**src/sv/pac_pkg.sv**
```systemverilog
`timescale 1ns / 1ps
// ----------------------------------------------------------------------------
// pac_pkg
// Shared types and constants for the polynomial arccos / arcsin pipeline.
// ----------------------------------------------------------------------------
package pac_pkg;

  localparam int XW       = 17;   // Q1.16 argument, 65536 = 1.0
  localparam int ANGLE_W  = 17;   // Q1.16 angle
  localparam int ACC_W    = 32;   // Q2.30 Horner accumulator
  localparam int ROOT_W   = 36;   // square-root remainder and root
  localparam int PROD_W   = 49;   // accumulator times root
  localparam int NUM_CELLS  = 9;  // two root digits per cell
  localparam int NUM_HORNER = 7;  // Horner steps, one per cell

  localparam logic [XW-1:0]      ONE_Q16     = 17'd65536;
  localparam logic [ANGLE_W-1:0] HALF_PI_Q16 = 17'd102944;

  // Coefficients c0..c7 in Q2.30, c0 first
  localparam logic signed [ACC_W-1:0] COEF [NUM_HORNER+1] = '{
    32'sd1686629690,
    -32'sd230423709,
    32'sd95540460,
    -32'sd53874249,
    32'sd33169905,
    -32'sd18348235,
    32'sd7161955,
    -32'sd1355589
  };

  typedef struct packed {
    logic                     act;
    logic [XW-1:0]            x;
    logic signed [ACC_W-1:0]  acc;
    logic [ROOT_W-1:0]        rem;
    logic [ROOT_W-1:0]        root;
  } cell_t;

endpackage

```
**src/sv/pac_cell.sv**
```systemverilog
`timescale 1ns / 1ps
// ----------------------------------------------------------------------------
// pac_cell
// One pipeline cell: an optional Horner step and two square-root digits.
// ----------------------------------------------------------------------------
module pac_cell (
  input  logic                            clk,
  input  logic                            rst_n,
  input  logic                            horner_en,
  input  logic signed [pac_pkg::ACC_W-1:0] coef,
  input  logic [pac_pkg::ROOT_W-1:0]      bit_hi,
  input  logic                            in_valid,
  output logic                            in_ready,
  input  pac_pkg::cell_t                  in_data,
  output logic                            out_valid,
  input  logic                            out_ready,
  output pac_pkg::cell_t                  out_data
);

  logic           valid_r;
  logic           valid_nxt;
  pac_pkg::cell_t data_r;
  pac_pkg::cell_t data_nxt;

  assign in_ready  = !valid_r || out_ready;
  assign out_valid = valid_r;
  assign out_data  = data_r;
  assign valid_nxt = in_ready ? in_valid : valid_r;

  always_comb begin
    logic signed [pac_pkg::ACC_W+pac_pkg::XW:0] prod;
    logic signed [pac_pkg::ACC_W+pac_pkg::XW:0] rnd;
    logic [pac_pkg::ROOT_W-1:0]                 bit_lo;
    logic [pac_pkg::ROOT_W-1:0]                 rem;
    logic [pac_pkg::ROOT_W-1:0]                 root;
    logic [pac_pkg::ROOT_W-1:0]                 trial;

    data_nxt = in_data;

    // Horner: acc = round(acc * x / 2^16) + c, ties upward
    prod = in_data.acc * $signed({1'b0, in_data.x});
    rnd  = (prod + 50'sd32768) >>> 16;
    if (horner_en) begin
      data_nxt.acc = $signed(rnd[pac_pkg::ACC_W-1:0]) + coef;
    end

    // Two restoring square-root digits
    bit_lo = bit_hi >> 2;
    rem    = in_data.rem;
    root   = in_data.root;
    trial  = root + bit_hi;
    if (rem >= trial) begin
      rem  = rem - trial;
      root = (root >> 1) + bit_hi;
    end else begin
      root = root >> 1;
    end
    trial = root + bit_lo;
    if (rem >= trial) begin
      rem  = rem - trial;
      root = (root >> 1) + bit_lo;
    end else begin
      root = root >> 1;
    end
    data_nxt.rem  = rem;
    data_nxt.root = root;
  end

  always_ff @(posedge clk) begin
    if (!rst_n) begin
      valid_r <= 1'b0;
    end else begin
      valid_r <= valid_nxt;
    end
  end

  always_ff @(posedge clk) begin
    if (in_valid && in_ready) begin
      data_r <= data_nxt;
    end
  end

endmodule

```
**config.mk**
```make
export PLATFORM = sky130hd
export DESIGN_NAME = pac_cell
export DESIGN_NICKNAME = d
export VERILOG_FILES = /design/src/sv/pac_pkg.sv /design/src/sv/pac_cell.sv
export SDC_FILE = /design/constraint.sdc
export NUM_CORES = 2
export LEC_CHECK = 0
export BUFFER_PORTS_ARGS = -buffer_cell sky130_fd_sc_hd__buf_2
export CAP_MARGIN = 30
export CORE_MARGIN = 1
export CORE_UTILIZATION = 60
export CTS_CLUSTER_DIAMETER = 40
export DETAILED_ROUTE_END_ITERATION = 10
export PLACE_DENSITY = 0.83
export SYNTH_ARGS = -nofsm -noshare
export SYNTH_HDL_FRONTEND = slang
export SYNTH_SLANG_ARGS = --single-unit
```
**constraint.sdc**
```tcl
create_clock -name clk -period 15.4 [get_ports clk]
set_clock_uncertainty 0.1 [all_clocks]
set_input_delay 2.31 -clock clk [delete_from_list [all_inputs] [get_ports clk]]
set_output_delay 2.31 -clock clk [all_outputs]
set_load 0.02 [all_outputs]
```
==> results.py <==
metrics = {
    "sta": {
        "period_minus_slack_ns": 13.36,
        "setup_tns_ns": 0,
        "max_clock_freq_mhz": 74.8,
        "worst_slew_pin_slew_ns": 0.987,
        "setup_violations": 0,
        "relSlewSlack": 0.342,
        "final.period_utilization": 0.868,
        "finalMaxSlewViolations": 0,
        "hold_viol_final": 0,
        "rsz0062_at_grt": "false",
    },
    "cts": {
        "ctsHoldBuffers": 0,
        "clock_latency_ns": 0.50,
        "clockBufferDepth": 2,
        "cts_buffers": 17,
        "path_clk_slew_ns": 0.06,
        "cts_setup_buffers": 0,
        "cts.sinks": 123,
        "cts_tree": "built",
        "cts_resized": 0,
        "cts_root_buffer": "clkbuf_16",
        "htree_levels": 4,
    },
    "worst_setup_path": {
        "crit_fanout": 78,
        "arrival_ns": 13.50,
        "cp_top_family": "compound AO/OA/AOI/OAI gates",
        "cpMaxStageDelayCell": "o21a_4",
        "required_ns": 15.54,
        "worstSetupEndpointType": "flop",
        "cp_slowest_stage_delay_ns": 0.76,
        "crit_start": "bit_hi[5]",
        "r2r-start": "out_valid",
        "rr_worst_depth": 5,
        "cp-start-kind": "primary input",
        "ff2ff_setup_slack_ns": 13.08,
        "critical_path_depth": 42,
        "crit_end": "out_data[15]",
        "critical_path_class": "primary input to flop",
        "worst_path_most_repeated_cell": "nor2_1",
        "worstPathBufferInverterCount": 2,
        "r2r_end": "out_data[78]",
    },
    "cells_and_area": {
        "final_nets": 5326,
        "area_growth_pct": 7.81,
        "instances_no_fill": 5012,
        "final_layout_size_suffix_gt1_frac": 0.102,
    },
    "die": {
        "chipWidth_um": 243,
        "die-area_um2": 59200,
        "start_util": 0.607,
        "rows": 88,
        "die_h_um": 243,
        "coreArea_um2": 57600,
        "ios": 319,
    },
    "worst_hold_path": {
        "min_path_type": "flop to flop",
    },
    "place": {
        "dp.cells": 4976,
        "gp_congestion": 0.928,
        "dpl.hpwl_mm": 75.5,
        "portBuffers": 318,
    },
    "route": {
        "drc": 0,
        "vias": 29427,
        "wl_met2_mm": 46.4,
        "wl_per_cell_um": 19.1,
        "wl_met3_mm": 7.86,
        "wirelength_mm": 96.0,
        "drt_first_iter_violations": 2088,
        "ant_nets": 0,
        "drt-met1-wl_mm": 37.6,
        "drt-pass1-iter-count": 7,
        "routed.top_layer": "met5",
        "viasPerCell": 5.87,
    },
    "global_route": {
        "grt_pass1_wl_mm": 155,
        "antenna_found_initial": 9,
        "grtUsageTotal": 0.334,
        "grt_start_max_net_pins": 79,
        "grt_pass1_vias": 30459,
        "overflow": 0,
    },
    "synth": {
        "async_flop_share": 0,
        "synth_nets": 5112,
        "ys_seq_area_frac": 0.105,
        "synth_seq_cells": 123,
        "synthCells": 4016,
        "syn_avg_cell_area_um2": 8.71,
        "synthesis.area_um2": 35000,
        "synth_cell_types": 80,
        "yosysWarnings": 0,
        "ys.flop_type": "edfxtp_1",
        "synth-edff-count": 122,
    },
    "flow_run": {
        "cap_violations": 0,
    },
    "outcome": {
        "status": "finished, final reports clean",
    },
}
-- worst reg2reg max path: cells and delay by family (launching register included) --
family	cells	cell delay, ns
buffers and inverters	3	1.26
flip-flops	1	0.31
AND/OR/NAND/NOR	2	0.24
-- layer usage --
| layer | vias up | GRT usage |
|---|---|---|
| met3 | 245 | 0.0669 |
| met4 | 10 | 0.144 |
| met2 | 1245 | 0.567 |
| met1 | 14310 | 0.414 |
| met5 | - | 0 |
| li1 | 13617 | - |
-- state kept, by name, indices dropped and copies added (netlist names) --
signal / count
out_data: 122
out_valid: 1
-- cell families (layout without fill, tap and decap cells) --
kind of cell / Yosys count / in the layout / synth area share
and+or+nand+nor: 1157 / 1157 / 0.155
adders and majority gates: 901 / 901 / 0.433
AOI/OAI and AO/OA: 796 / 796 / 0.147
other: 0 / 4 / 0
DFF: 123 / 123 / 0.105
xor gates and xnor gates: 247 / 247 / 0.0619
muxes: 51 / 51 / 0.0166
buffers and inverters: 741 / 968 / 0.0809
-- per-stage QoR --
step / setup WS [ns] / util / cell area [um^2] / hold slack [ns]
after global placement: 1.85 / 0.644 / 37100 / 0.434
after global routing: 1.11 / 0.654 / 37700 / 0.503
final: 2.04 / 0.655 / 37700 / 0.450
after floorplan: 3.64 / - / 35000 / 0.650
after CTS: 2.17 / 0.654 / 37700 / 0.450
after detailed placement: 1.62 / 0.644 / 37100 / 0.434
-- synth_stat cells, types with 6 or more instances --
library cell	number	area [um^2]
o21ai_1	48	240
nand3_1	33	165
a2111oi_0	6	52.6
nor2b_1	30	188
xor2_1	98	858
a41oi_1	7	61.3
o31ai_1	19	143
nand2b_1	39	244
nand4_1	20	125
a31oi_1	17	106
o21ai_0	145	726
a21o_1	135	1010
xnor2_1	149	1310
nor2_1	141	529
or3_1	8	50.1
nand2_1	574	2150
edfxtp_1	122	3660
o211ai_1	11	82.6
a31o_2	8	70.1
mux2_2	40	450
a211oi_1	26	195
fa_1	515	10300
and3_1	30	188
a211o_1	12	105
and4_1	7	61.3
o21a_1	45	338
buf_2	14	70.1
nor3_1	36	180
o21bai_1	35	263
and2_1	221	1380
a221o_1	6	60.1
clkbuf_1	118	443
a21boi_0	6	45.0
ha_1	386	4830
a21oi_1	212	1060
a41o_1	6	60.1
inv_1	600	2250
mux2i_1	7	70.1
-- cells in the final DEF, fill, tap and decap left out, drive strengths merged, types with 98 or more instances in the layout --
cell type	instances
inv	603
xnor2	149
nand2	574
fa	515
ha	386
a21oi	213
and2	221
xor2	98
edfxtp	122
a21o	135
nor2	141
buf	336
o21ai	193
-- final cells by class --
class | count | area (um^2)
Antenna cell | 4 | 10.0
Clock buffer | 17 | 425
Multi-Input combinational cell | 3152 | 28500
Timing Repair Buffer | 336 | 1750
Tap cell | 765 | 957
Inverter | 600 | 2250
Fill cell | 4693 | 19900
Sequential cell | 123 | 3680
Clock inverter | 15 | 148
-- worst min path at each step --
stage | from | endpoint | cells after the start
2_1_floorplan | out_valid | out_valid | 2
3_3_place_gp | out_valid | out_valid | 2
3_5_place_dp | out_valid | out_valid | 2
4_1_cts | out_valid | out_valid | 2
5_1_grt | out_valid | out_valid | 2
6_report | out_valid | out_valid | 2
Power is left out: the tool's default activity adds up to more than one toggle a clock period on the data nets, which glitch-free logic cannot reach.
