<file path="config.mk">
export PLATFORM = sky130hd
export DESIGN_NAME = pac_post
export DESIGN_NICKNAME = d
export VERILOG_FILES = /design/src/sv/pac_pkg.sv /design/src/sv/pac_post.sv
export SDC_FILE = /design/constraint.sdc
export NUM_CORES = 1
export LEC_CHECK = 0
export BUFFER_PORTS_ARGS = -buffer_cell sky130_fd_sc_hd__clkbuf_2
export CORE_ASPECT_RATIO = 1.75
export CORE_MARGIN = 5
export CORE_UTILIZATION = 30
export DETAILED_ROUTE_END_ITERATION = 7
export HOLD_SLACK_MARGIN = 0.03
export PLACE_DENSITY_LB_ADDON = 0.05
export SLEW_MARGIN = 20
export SYNTH_ARGS = -nofsm -noshare
export SYNTH_HDL_FRONTEND = slang
export SYNTH_SLANG_ARGS = --single-unit
</file>
<file path="constraint.sdc">
create_clock -name clk -period 13.05 [get_ports clk]
set_clock_uncertainty 0.2 [all_clocks]
set_input_delay 0.6525 -clock clk [delete_from_list [all_inputs] [get_ports clk]]
set_output_delay 0.6525 -clock clk [all_outputs]
set_load 0.1 [all_outputs]
</file>
<file path="src/sv/pac_pkg.sv">
`timescale 1ns / 1ps
// ----------------------------------------------------------------------------
// pac_pkg
// Shared types and constants for the polynomial arccos / arcsin pipeline.
// ----------------------------------------------------------------------------
package pac_pkg;

  localparam int XW       = 17;   // Q1.16 argument, 65536 = 1.0
  localparam int ANGLE_W  = 17;   // Q1.16 angle
  localparam int ACC_W    = 32;   // Q2.30 Horner accumulator
  localparam int ROOT_W   = 36;   // square-root remainder and root
  localparam int PROD_W   = 49;   // accumulator times root
  localparam int NUM_CELLS  = 9;  // two root digits per cell
  localparam int NUM_HORNER = 7;  // Horner steps, one per cell

  localparam logic [XW-1:0]      ONE_Q16     = 17'd65536;
  localparam logic [ANGLE_W-1:0] HALF_PI_Q16 = 17'd102944;

  // Coefficients c0..c7 in Q2.30, c0 first
  localparam logic signed [ACC_W-1:0] COEF [NUM_HORNER+1] = '{
    32'sd1686629690,
    -32'sd230423709,
    32'sd95540460,
    -32'sd53874249,
    32'sd33169905,
    -32'sd18348235,
    32'sd7161955,
    -32'sd1355589
  };

  typedef struct packed {
    logic                     act;
    logic [XW-1:0]            x;
    logic signed [ACC_W-1:0]  acc;
    logic [ROOT_W-1:0]        rem;
    logic [ROOT_W-1:0]        root;
  } cell_t;

endpackage

</file>
<file path="src/sv/pac_post.sv">
`timescale 1ns / 1ps
// ----------------------------------------------------------------------------
// pac_post
// Final product with the root, rounding, clamp and arcsin selection.
// ----------------------------------------------------------------------------
module pac_post (
  input  logic                              clk,
  input  logic                              rst_n,
  input  logic                              in_valid,
  output logic                              in_ready,
  input  pac_pkg::cell_t                    in_data,
  output logic                              out_valid,
  input  logic                              out_ready,
  output logic [pac_pkg::ANGLE_W-1:0]       out_angle
);

  // Product stage
  logic                        va_r;
  logic                        va_nxt;
  logic                        act_a_r;
  logic                        nonpos_a_r;
  logic [pac_pkg::PROD_W-1:0]  prod_a_r;
  logic [pac_pkg::PROD_W-1:0]  prod_a_nxt;
  logic                        ready_b;

  // Output stage
  logic                        vb_r;
  logic                        vb_nxt;
  logic [pac_pkg::ANGLE_W-1:0] angle_r;
  logic [pac_pkg::ANGLE_W-1:0] angle_nxt;

  assign ready_b  = !vb_r || out_ready;
  assign in_ready = !va_r || ready_b;
  assign va_nxt   = in_ready ? in_valid : va_r;
  assign vb_nxt   = ready_b ? va_r : vb_r;

  assign prod_a_nxt = in_data.acc * in_data.root[pac_pkg::XW-1:0];

  always_comb begin
    logic [pac_pkg::PROD_W:0]    sum;
    logic [pac_pkg::ANGLE_W+1:0] acos_w;
    logic [pac_pkg::ANGLE_W-1:0] acos_v;

    sum    = {1'b0, prod_a_r} + 50'd536870912;
    acos_w = sum[pac_pkg::PROD_W-1:30];
    if (nonpos_a_r) begin
      acos_v = '0;
    end else if (acos_w > {2'b00, pac_pkg::HALF_PI_Q16}) begin
      acos_v = pac_pkg::HALF_PI_Q16;
    end else begin
      acos_v = acos_w[pac_pkg::ANGLE_W-1:0];
    end
    angle_nxt = act_a_r ? (pac_pkg::HALF_PI_Q16 - acos_v) : acos_v;
  end

  always_ff @(posedge clk) begin
    if (!rst_n) begin
      va_r <= 1'b0;
      vb_r <= 1'b0;
    end else begin
      va_r <= va_nxt;
      vb_r <= vb_nxt;
    end
  end

  always_ff @(posedge clk) begin
    if (in_valid && in_ready) begin
      act_a_r    <= in_data.act;
      nonpos_a_r <= (in_data.acc <= 0);
      prod_a_r   <= prod_a_nxt;
    end
    if (va_r && ready_b) begin
      angle_r <= angle_nxt;
    end
  end

  assign out_valid = vb_r;
  assign out_angle = angle_r;

  // Result never leaves [0, pi/2]
  a_angle_range: assert property (@(posedge clk) disable iff (!rst_n)
    vb_r |-> (angle_r <= pac_pkg::HALF_PI_Q16))
    else $error("angle above pi/2");

  // A product held while the output stage is blocked is not dropped
  a_prod_held: assert property (@(posedge clk) disable iff (!rst_n)
    (va_r && !ready_b) |=> (va_r && $stable(prod_a_r)))
    else $error("product stage lost a transaction");

  // Reset empties both stages
  a_reset_empty: assert property (@(posedge clk)
    $rose(rst_n) |-> (!va_r && !vb_r))
    else $error("stage valid after reset");

endmodule
</file>
==> results of run 1 <==
-- registers in the layout, summed over array words and instances (netlist names) --
register    cells
act_a_r         1
va_r            1
prod_a_r       20
out_valid       1
out_angle      17
nonpos_a_r      1
-- worst max-delay path, stage by stage --
cell	delay, ns
clkbuf_2	0.81
nand2_1	0.22
fa_1	0.58
fa_1	0.60
fa_1	0.47
fa_1	0.55
inv_1	0.05
fa_1	0.48
inv_1	0.05
fa_1	0.48
inv_1	0.04
ha_1	0.31
a21oi_1	0.14
o21ai_0	0.10
a221oi_1	0.41
nand4_1	0.33
a41oi_1	0.70
o31ai_1	0.28
a2111o_1	0.49
a2111oi_0	0.44
nor3_1	0.14
xor2_1	0.16
-- cell families after synthesis --
| kind of cell | Yosys count | synth area share, % |
|---|---|---|
| XOR/XNOR | 54 | 2.49 |
| multiplexers | 3 | 0.158 |
| flip-flops | 41 | 6.38 |
| buffers and inverters | 628 | 12.5 |
| AO/OA/AOI/OAI | 128 | 4.79 |
| AND/OR/NAND/NOR | 708 | 18.4 |
| adder cells (fa/ha/maj) | 570 | 55.3 |
-- routing by layer --
metal  vias up  GRT usage [%]
met1      7367           22.2
met3       102           1.58
met5         -              0
li1       6236              -
met4         0           5.24
met2       324           34.3
-- stage by stage --
step | cells | worst slack (ns) | hold slack, ns | utilization [%]
after floorplan | 2132 | 5.71 | 0.277 | -
after global placement | 2906 | 4.08 | 0.305 | 31.7
after detailed placement | 2906 | 4.07 | 0.314 | 31.7
after CTS | 2914 | 4.31 | 0.333 | 31.9
after global routing | 2914 | 4.02 | 0.339 | 31.9
final | 2916 | 4.35 | 0.329 | 31.9
-- layout by cell type (no fill, tap or decap), types with 11 or more instances in the layout --
master	count
nor2_1	35
nand2_1	372
xnor2_1	34
nor3_1	13
o21ai_0	20
fa_1	447
edfxtp_1	39
xor2_1	20
buf_4	13
nand4_1	12
ha_1	123
and2_1	211
nor4_1	14
nand3_1	16
a21oi_1	31
a21o_1	11
inv_1	511
clkbuf_2	72
-- layout make-up --
| type | count | area, um2 |
|---|---|---|
| flip-flops and latches | 41 | 1210 |
| repair buffers | 85 | 458 |
| fillers | 6684 | 42900 |
| inverters | 511 | 1920 |
| well taps | 806 | 1010 |
| multi-input cells | 1463 | 15400 |
| diodes | 2 | 5.00 |
| clock buffers | 6 | 129 |
| clock inverters | 2 | 15.0 |
-- path summary, 6_finish.rpt --
| kind | start | to | slack [ns] |
|---|---|---|---|
| worst max register to register | prod_a_r[29] | out_angle[14] | 8.18 |
| worst min register to register | va_r | out_valid | 0.33 |
| worst min-delay path | va_r | out_valid | 0.33 |
| worst max-delay path | in_data[2] | prod_a_r[47] | 4.35 |
==> metrics.md, run 1 <==
| Metric | Value |
|---|---|
| Cts repair resizes | `0` |
| Gr usage total | `18.4%` |
| Met2 WL | `33,200 um` |
| CTS tree | `done` |
| Cell Area, Placed | `20,000 um2` |
| Synth area leaders | `fa_1, inv_1, ha_1, nand2_1, and2_1` |
| Initial core utilization | `30.1%` |
| CP endpoint kind | `register` |
| Overflow after GRT | `0` |
| Share of cells above drive strength 1 | `5.31%` |
| Largest net degree at the start of global routing | `33` |
| Vias per std cell | `4.81` |
| Die W | `200 um` |
| Gpl congestion | `0.796` |
| Synth Register Bits | `41` |
| Top Layer Used | `met4` |
| CP required | `12.88 ns` |
| Ys Warns | `0` |
| Initial antenna violation count | `2` |
| Cells after Synth | `2,132` |
| Area leader, netlist | `fa_1` |
| Fmax | `115 MHz` |
| Final-report setup violation count | `0` |
| Crit path max fanout | `32` |
| Worst slew pin tran | `1.13 ns` |
| Final instance area | `20,100 um2` |
| Final min period | `8.70 ns` |
| I/O Buffers | `72` |
| First-pass iteration count of the detailed router | `5` |
| Crit Path Category | `primary input to register` |
| CTS Hold Buffers Added | `0` |
| Final max-slew violation count | `0` |
| Main synth FF type | `edfxtp_1` |
| Reg clk slew, reported paths | `0.06 ns` |
| Post-synth EDFFs | `39` |
| Synth top area share | `47.2%` |
| Postcts setup bufs | `0` |
| WL final | `61,800 um` |
| WHS Path Cells | `1` |
| Arr. time, crit path | `8.53 ns` |
| Worst rel slew slack | `24.5%` |
| Via Count | `14,000` |
| # H-tree levels | `2` |
| Die area | `68,600 um2` |
| Distinct cell type count after synthesis | `69` |
| Vias in the first global route | `16,000` |
| Worst min path class | `register to register` |
| Final hold vios | `0` |
| Initial drt markers | `619` |
| Core Region | `63,000 um2` |
| Final Cycle Share | `66.7%` |
| Cell count of the worst reg-to-reg path | `13` |
| Count leader, synth | `inv_1` |
| Met3 WL post-DR | `2140 um` |
| Commonest cells post-synth | `inv_1, fa_1, nand2_1` |
| Routed Antenna Nets | `0` |
| Ys async rst share | `0%` |
| CTS buffer count | `5` |
| Post-Syn Area | `19,000 um2` |
| Clock root cell | `clkbuf_16` |
| DRC viols | `0` |
| Outcome | `finished, final reports clean` |
| RSZ-0062 raised after global routing | `false` |
| FP Rows | `122` |
| Clk_lat worst skew | `0.29 ns` |
| Post-layout nets | `2,803` |
| Syn Nets | `2,828` |
| Clk sinks | `41` |
| First-pass GRT wire length | `94,800 um` |
| Synth Area per Inst | `8.90 um2` |
| Post-detail-place hpwl | `45,600 um` |
| Sequential element share of the synthesized area | `6.38%` |
| Synth-to-layout area growth | `6.11%` |
| Routed wire per std cell | `21.2 um` |
| Critical Path Start Type | `primary input` |
| CTS max path bufs | `2` |
| Ports | `145` |
| Chip height | `343 um` |
| Max Cap Viol | `0` |
| Setup TNS | `0 ns` |
| Metal-1 WL | `24,400 um` |
Power of run 1 is left out: the tool's default activity adds up to more than one toggle a clock period on the data nets, which glitch-free logic cannot reach.
==> run 2: changes to the inputs <==
- clock period: 13.05 -> 8 ns (I/O delays scaled with it)
==> metrics.md, run 2 (synthesis gave the netlist of run 1 again) <==
| Metric | Value |
|---|---|
| CP endpoint kind | `register` |
| Share of cells above drive strength 1 | `8.15%` |
| Worst R2R Setup Slack | `3.15 ns` |
| Vias in the first global route | `16,600` |
| CTS max path bufs | `2` |
| Worst slew pin tran | `0.966 ns` |
| Crit path max fanout | `15` |
| RSZ-0062 raised after global routing | `false` |
| Final Cycle Share | `95.1%` |
| Die W | `200 um` |
| Cts repair resizes | `0` |
| Util after Layout | `33.1%` |
| Post-route insts no fill | `2,981` |
| CTS Hold Buffers Added | `0` |
| CTS buffer count | `5` |
| Chip height | `343 um` |
| Clk_lat worst skew | `0.29 ns` |
| Via Count | `14,200` |
| Outcome | `finished, final reports clean` |
| Max Cap Viol | `0` |
| Post-detail-place hpwl | `51,200 um` |
| Pre-CTS setup slack | `0.107 ns` |
| Overflow after GRT | `0` |
| Postcts setup bufs | `0` |
| Post-layout nets | `2,867` |
| Critical Path Start Type | `primary input` |
| Cell count of the worst reg-to-reg path | `13` |
| Min-delay src | `in_data[121]` |
| Final hold vios | `0` |
| CP required | `7.84 ns` |
| CTS tree | `done` |
| Initial drt markers | `514` |
| CP Cell Sequence | `clkbuf_2 -> and2_1 -> fa_1 -> inv_1 -> fa_1 -> fa_1 -> inv_1 -> fa_1 -> fa_1 -> inv_1 -> fa_1 -> inv_1 -> ha_1 -> nand4_1 -> nor2_1 -> a221oi_1 -> nand4_1 -> a41oi_1 -> buf_4 -> o31ai_1 -> a2111o_1 -> a2111oi_0 -> nor3_1 -> xor2_1` |
| Core Region | `63,000 um2` |
| Routed Antenna Nets | `0` |
| Critical Path Slowest Stage Cell | `fa_1` |
| Multi-input logic area | `15,400 um2` |
| Worst rel slew slack | `35.6%` |
| Most frequent cells in the layout | `inv_1, fa_1, nand2_1` |
| CP peak stage delay | `0.54 ns` |
| Reg with most FFs | `prod_a_r` |
| CP most frequent cell | `fa_1` |
| Reg clk slew, reported paths | `0.06 ns` |
| # H-tree levels | `2` |
| WL final | `64,400 um` |
| Placed cell count | `2,969` |
| Synth-to-layout area growth | `9.89%` |
| Worst min path class | `primary input to register` |
| Final max-slew violation count | `0` |
| Max reg flops | `20` |
| Final-report setup violation count | `0` |
| I/O Buffers | `72` |
| FP Rows | `122` |
| Gpl congestion | `0.801` |
| Worst reg2reg endpoint | `out_angle[14]` |
| Arr. time, crit path | `7.44 ns` |
| First-pass iteration count of the detailed router | `4` |
| Largest delay share family, worst path | `adder cells` |
| Number of buffer and inverter stages on the critical path | `6` |
| Fillers | `6,667` |
| Gr usage total | `19.4%` |
| Sequential cell area | `1210 um2` |
| Fmax | `131 MHz` |
| Hold EP | `act_a_r` |
| First-pass GRT wire length | `99,600 um` |
| Vias per std cell | `4.75` |
| Initial antenna violation count | `6` |
| Die area | `68,600 um2` |
| Commonest non-fill, non-tap cell in the layout | `inv_1` |
| Worst setup margin | `0.391 ns` |
| Setup TNS | `0 ns` |
| Ports | `145` |
| DRC viols | `0` |
| Routed wire per std cell | `21.6 um` |
| Initial core utilization | `30.1%` |
| Clk sinks | `41` |
| Largest net degree at the start of global routing | `33` |
| Crit Path Category | `primary input to register` |
| Final min period | `7.61 ns` |
| Worst flop-to-flop path startpoint | `prod_a_r[29]` |
| Clock root cell | `clkbuf_16` |
| WHS Path Cells | `1` |
## run 2: cell count changes in the layout (fill, tap and decap cells not counted), sizes merged
cell / change
buf: +64
bufinv: +1
clkbuf: -1
clkinv: +1
clkinvlp: -1
diode: +1
## run 2: per-layer routing
metal	global-route usage, %	vias to the layer above	share of wire, %
li1	-	6365	-
met1	23.3	7433	39
met2	36.9	276	55
met3	1.72	85	3.1
met4	4.89	0	2.9
met5	0	-	0
## run 2: cell type report
| class | count | area share [%] |
|---|---|---|
| antenna | 3 | 0.0360 |
| sequential | 41 | 5.81 |
| clock buffer | 5 | 0.600 |
| multi-input combinational | 1463 | 73.8 |
| tap | 806 | 4.84 |
| inverter | 511 | 9.20 |
| timing repair buffer | 149 | 5.50 |
| clock inverter | 3 | 0.222 |
## run 2: worst max path at each step
stage / startpoint / to / slack, ns / depth (start not counted)
3_5_place_dp: in_data[83] / prod_a_r[47] / 0.11 / 24
4_1_cts: in_data[85] / prod_a_r[47] / 0.40 / 24
3_3_place_gp: in_data[83] / prod_a_r[47] / 0.11 / 24
2_1_floorplan: in_data[97] / prod_a_r[47] / 0.91 / 23
5_1_grt: in_data[85] / prod_a_r[47] / 0.05 / 24
6_report: in_data[83] / prod_a_r[47] / 0.39 / 24
## run 2: through the flow
| step | cell area [um2] | hold WS (ns) |
|---|---|---|
| 5_1_grt | 20800 | 0.0974 |
| 3_5_place_dp | 20600 | 0.312 |
| 4_1_cts | 20800 | 0.0993 |
| 2_1_floorplan | 19000 | 0.277 |
| 3_3_place_gp | 20600 | 0.310 |
| 6_report | 20800 | 0.111 |
Power of run 2 is left out for the same reason.
